===== config.mk =====
export PLATFORM = sky130hd
export DESIGN_NAME = tsrq_cell
export DESIGN_NICKNAME = d
export VERILOG_FILES = /design/src/sv/tsrq_pkg.sv /design/src/sv/tsrq_cell.sv
export SDC_FILE = /design/constraint.sdc
export NUM_CORES = 1
export LEC_CHECK = 0
export ABC_AREA = 1
export BUFFER_PORTS_ARGS = -buffer_cell sky130_fd_sc_hd__buf_4
export CAP_MARGIN = 20
export CELL_PAD_IN_SITES_DETAIL_PLACEMENT = 0
export CELL_PAD_IN_SITES_GLOBAL_PLACEMENT = 1
export CORE_MARGIN = 5
export CORE_UTILIZATION = 28
export CTS_BUF_LIST = sky130_fd_sc_hd__clkbuf_16
export DETAILED_ROUTE_END_ITERATION = 6
export PLACE_DENSITY_LB_ADDON = 0.1
export SKIP_CTS_REPAIR_TIMING = 1
export SYNTH_ARGS = -nofsm -noshare
export SYNTH_HDL_FRONTEND = slang
export SYNTH_SLANG_ARGS = --single-unit

===== constraint.sdc =====
create_clock -name clk_i -period 3.42 [get_ports clk_i]
set_input_delay 0.513 -clock clk_i [delete_from_list [all_inputs] [get_ports clk_i]]
set_output_delay 0.513 -clock clk_i [all_outputs]
set_load 0.02 [all_outputs]

===== src/sv/tsrq_pkg.sv =====
package tsrq_pkg;

  // Queue depth and stored payload width.
  localparam int unsigned CAPACITY     = 128;
  localparam int unsigned PAYLOAD_BITS = 32;

  // Fixed field widths of the item and result ports.
  localparam int unsigned TIME_W   = 32;
  localparam int unsigned ID_W     = 8;
  localparam int unsigned PORT_PL_W = 32;
  localparam int unsigned ECNT_W   = 8;

  // Width of the fill counter, wide enough to hold CAPACITY itself.
  localparam int unsigned CNT_W = $clog2(CAPACITY + 1);

  typedef enum logic {
    KIND_PUT = 1'b0,
    KIND_GET = 1'b1
  } kind_e;

  typedef enum logic {
    ERR_NONE = 1'b0,
    ERR_FULL = 1'b1
  } err_e;

  typedef logic [TIME_W-1:0]       time_t;
  typedef logic [ID_W-1:0]         id_t;
  typedef logic [PAYLOAD_BITS-1:0] pl_t;
  typedef logic [CNT_W-1:0]        cnt_t;

  // One stored request.
  typedef struct packed {
    time_t req_time;
    id_t   request_id;
    pl_t   payload;
  } entry_t;

  // Command broadcast to every cell of the chain.
  typedef struct packed {
    logic  ins;   // insert the new entry at its sorted place
    logic  rem;   // drop the head, everything moves one cell forward
    time_t key;   // start time of the entry to insert
  } cmd_t;

endpackage


===== src/sv/tsrq_cell.sv =====
module tsrq_cell (
  input  logic            clk_i,
  input  tsrq_pkg::cmd_t   cmd_i,
  input  tsrq_pkg::entry_t new_i,
  input  tsrq_pkg::entry_t left_i,
  input  logic            left_later_i,
  input  tsrq_pkg::entry_t right_i,
  input  logic            occ_i,
  output tsrq_pkg::entry_t entry_o,
  output logic            later_o
);
  import tsrq_pkg::*;

  entry_t entry_q;
  entry_t entry_d;

  // An empty cell counts as later than any key, so the new entry lands in the
  // first free cell when no stored time is strictly later.
  assign later_o = !occ_i || (entry_q.req_time > cmd_i.key);

  always_comb begin
    entry_d = entry_q;
    if (cmd_i.ins && later_o) begin
      entry_d = left_later_i ? left_i : new_i;
    end else if (cmd_i.rem) begin
      entry_d = right_i;
    end
  end

  always_ff @(posedge clk_i) begin
    entry_q <= entry_d;
  end

  assign entry_o = entry_q;

endmodule


# Word level (Yosys, flattened, before mapping)
# Index checks and enable logic that the tools add are counted.
[totals] regBits=72 inputBits=253 output_inout_bits=73 elab_cells=11
[op_classes] magnitude_cmp=1 muxes=3 n_reduce_logical=4
[ops] op="$mux W72" count=3
[ops] op="$gt A32 B32 Y1" count=1
[ops] op="$reduce_bool A2 Y1" count=1
[ops] op="$logic_and A1 B1 Y1" count=1
[ops] op="$logic_not A1 Y1" count=1
[ops] op="$logic_or A1 B1 Y1" count=1

# Depth between registers and ports, before layout
[logic_depth] word_depth=4 ltp_mapped=19

# Worst setup path after synthesis
# Ideal clock, no wire load.
[synth_timing] path_kind="input port to flip-flop" from="input port cmd_i[23] (netlist bit)" to="register entry_q, in the netlist entry_o[0], enable pin" arrival_time_ns=3.258 slack_ns=-0.270 stages=13 cell_sequence="inv_1 ha_1 nand2_1 nor2_2 nand4_1 nor2_2 nand2_1 nand2_1 nand2_1 nand2_2 nand2_4 buf_2 nand2_1"
[synth_via] elab_chain_cells=4
[synth_lines] element="from (decl)" line="tsrq_cell.sv:3" rtl="input tsrq_pkg::cmd_t cmd_i,"
[synth_lines] element="$gt A32 B32 Y1" line="tsrq_cell.sv:19" rtl="assign later_o = !occ_i || (entry_q.req_time > cmd_i.key);"
[synth_lines] element="$logic_or A1 B1 Y1" line="tsrq_cell.sv:19"
[synth_lines] element="$logic_and A1 B1 Y1" line="tsrq_cell.sv:23" rtl="if (cmd_i.ins && later_o) begin"
[synth_lines] element="$reduce_bool A2 Y1 (no line)"
[synth_lines] element="to (signal assigned)" line="tsrq_cell.sv:31" rtl="entry_q <= entry_d;"
[synth_lines] element="to (decl)" line="tsrq_cell.sv:14" rtl="entry_t entry_q;"
# Every way passes these cells.
# A chain may end at the register's enable or synchronous reset.

# Worst setup path after layout
[layout_timing] from="register entry_q, in the netlist entry_o[61]" to="output port later_o"
[layout_via] elab_chain_cells=2
[layout_lines] element="$gt A32 B32 Y1" line="tsrq_cell.sv:19"
[layout_lines] element="$logic_or A1 B1 Y1" line="tsrq_cell.sv:19"
[layout_lines] element="to (decl)" line="tsrq_cell.sv:10" rtl="output logic later_o"
# Every way passes these cells.

==> impl_metrics.ini <==
[run_status]
status = completed

[global_route]
track_usage_pct = 16.6
grt_antenna_before_repair = 0
grt_max_degree = 73
grt_pass1_wl_um = 27700
grt_pass1_vias = 5232
overflow = 0

[yosys]
yosys.area.top_type = edfxtp_1
syn_area_um2 = 5160
synthCells = 539
synth_top_cell_area_share_pct = 41.9
seq_area_frac_synth_pct = 41.9
synth.area.top_cells = edfxtp_1, mux2_2, nand2_1, ha_1, nand3_2
ys.warnings.count = 0
syn_nets = 824
postSynthAreaPerCell_um2 = 9.58
synth_cell_type_count = 22
ys_ff_latch = 72

[critical_path]
cp_slowest_cell = edfxtp_1
r2r-start = entry_o[71]$_DFFE_PP_
r2r-end = entry_o[25]$_DFFE_PP_
worstPathRequired_ps = 2910
crit_path_end_kind = output port
worstSetupStartpointType = flop
critPathMaxFanout = 16
reg2reg_depth = 12
path_buf_inv = 1
critPathLaunch = entry_o[61]$_DFFE_PP_
path_cells = ha_1 -> a21oi_1 -> nor2_1 -> nor2_1 -> nand3_1 -> a21oi_1 -> nand2_1 -> nand2_1 -> nand2_4 -> buf_4
r2r_slack_ps = 930
critPathTopFamily = simple AND/OR/NAND/NOR gates
crit_type = reg -> out
arrival_ps = 2110
max_stage_delay_ps = 410

[floorplanning]
start_util_pct = 28.5
rows = 49
core_um2 = 18100
die_w_um = 146
die_area_um2 = 21200
ios = 326
die_y_um = 146

[timing]
maxSlewViolCount = 0
fmax_ghz = 0.381
tns_ps = 0
whs_ps = 441
slew_headroom_pct = 40.0
rsz0062_at_grt = no
hold_viol_final = 0
setup_viol = 0
timing.final.crit_period_ps = 2630
fin_skew_ps = 7.91
worst_pin_slew_ps = 899
post-route-period-util_pct = 76.8

[cells_and_area]
synthToLayoutAreaGrowth_pct = 54.9
n_fill_cell = 1802
largest_reg_flops = 72
multi_input_area_um2 = 2610
nets = 1135
seq_area_um2 = 2160
drive_gt1_share_pct = 52.8
instances_no_fill = 1083
post-route-util_pct = 44.2
n_antenna_cell = 0

[clocking]
cts_buffers = 9
clkLatencyLatePin_ps = 330
clk_pin_slew_worst_paths_ps = 60
clockBufferDepth = 2
htreeDepth = 3
clock_sinks = 72
cts_tree = built
cts_root_buffer = clkbuf_16

[placement]
place_congestion = 0.782
placed_cells = 1068
hpwl_um = 14400
port_buffers = 325

[power_and_ir_drop]
p_leak_nw = 4.06
power_mw = 3.18
ir_drop_mv = 0.217
power_density_nw_per_um2 = 397

[hold_path]
min_from = right_i[38]
min_to = entry_o[38]$_DFFE_PP_
hold_path.class = in -> reg
hold_depth = 3

[detailed_routing]
viasPerCell = 4.51
drc_errors = 0
drt-met1-wl_um = 6580
routed-wl-met3_um = 1790
routed-via-count = 4880
wl_um = 18100
postRouteAntennaNets = 0
dr.max_layer_used = met4
drtPass1Iterations = 6
drtIter0Drc = 137
wire_per_inst_um = 16.7
wl_met2_um = 9380

[flow_run]
maxCapViolations = 0
-- cells in the mapped netlist --
| library cell | count |
|---|---|
| nand4_1 | 2 |
| edfxtp_1 | 72 |
| a21o_1 | 1 |
| nor2_1 | 8 |
| buf_8 | 4 |
| ha_1 | 32 |
| clkbuf_1 | 6 |
| buf_4 | 3 |
| buf_12 | 4 |
| nand2_2 | 1 |
| inv_1 | 41 |
| mux2_2 | 72 |
| nand2_1 | 184 |
| nor2_2 | 4 |
| o21ai_0 | 2 |
| nand2_4 | 1 |
| nand3_2 | 29 |
| nand3_1 | 45 |
| o21a_1 | 1 |
| buf_2 | 12 |
| buf_1 | 2 |
| a21oi_1 | 13 |
-- cells in the final DEF (no fill, tap or decap), types with 2 or more instances in the layout --
cell type  Yosys  layout
nand2_1      184     183
mux2_2        72      72
nor2_1         8       8
edfxtp_1      72      72
o21ai_0        2       2
buf_4          3     329
nand4_1        2       2
clkbuf_16      0       9
inv_1         41      43
nand3_1       45      45
a21oi_1       13      13
nor2_2         4       4
nand2_4        1       3
ha_1          32      32
nand3_2       29      29
buf_12         4       2
-- metrics by stage --
stage / cell area [um2] / setup WS, ps
2_1_floorplan: 5160 / 435
3_3_place_gp: 7720 / 731
3_5_place_dp: 7720 / 679
4_1_cts: 8000 / 729
5_1_grt: 8000 / 586
6_report: 8000 / 792
-- layout make-up --
class,instances,area share (%)
multi-input combinational,395,32.6
sequential,72,27.0
timing repair buffer,331,31.4
tap,229,3.58
clock inverter,6,0.673
inverter,41,1.92
clock buffer,9,2.82
-- routing by layer --
metal,vias up,GRT usage [%]
met3,27,6.14
met1,2187,17.4
met4,0,5.75
met2,216,30.5
li1,2450,-
met5,-,0
-- power breakdown --
part / leakage, nW / internal, mW / switching (mW)
registers: 0.736 / 1.13 / 0.0544
clock network: 0.141 / 0.551 / 0.345
logic: 3.18 / 0.524 / 0.573
-- tightest hold or removal path, cell delays in order --
cell     delay [ps]
buf_4            80
nand2_1          40
nand2_1          40
-- worst max path at each step --
stage / slack [ps] / depth (start not counted) / to
3_5_place_dp: 680 / 16 / entry_o[46]$_DFFE_PP_
6_report: 790 / 10 / later_o
5_1_grt: 590 / 10 / later_o
3_3_place_gp: 730 / 16 / entry_o[47]$_DFFE_PP_
2_1_floorplan: 440 / 13 / entry_o[0]$_DFFE_PP_
4_1_cts: 730 / 10 / later_o
-- cells by family after synthesis --
kind of cell	count (synthesis)	synth area share, %
mux	72	15.7
fa+ha+maj	32	7.76
flops	72	41.9
buf+inv	72	7.88
simple gates	274	25.0
compound gates	17	1.75
Note: power is estimated with default switching activity, not from simulation.
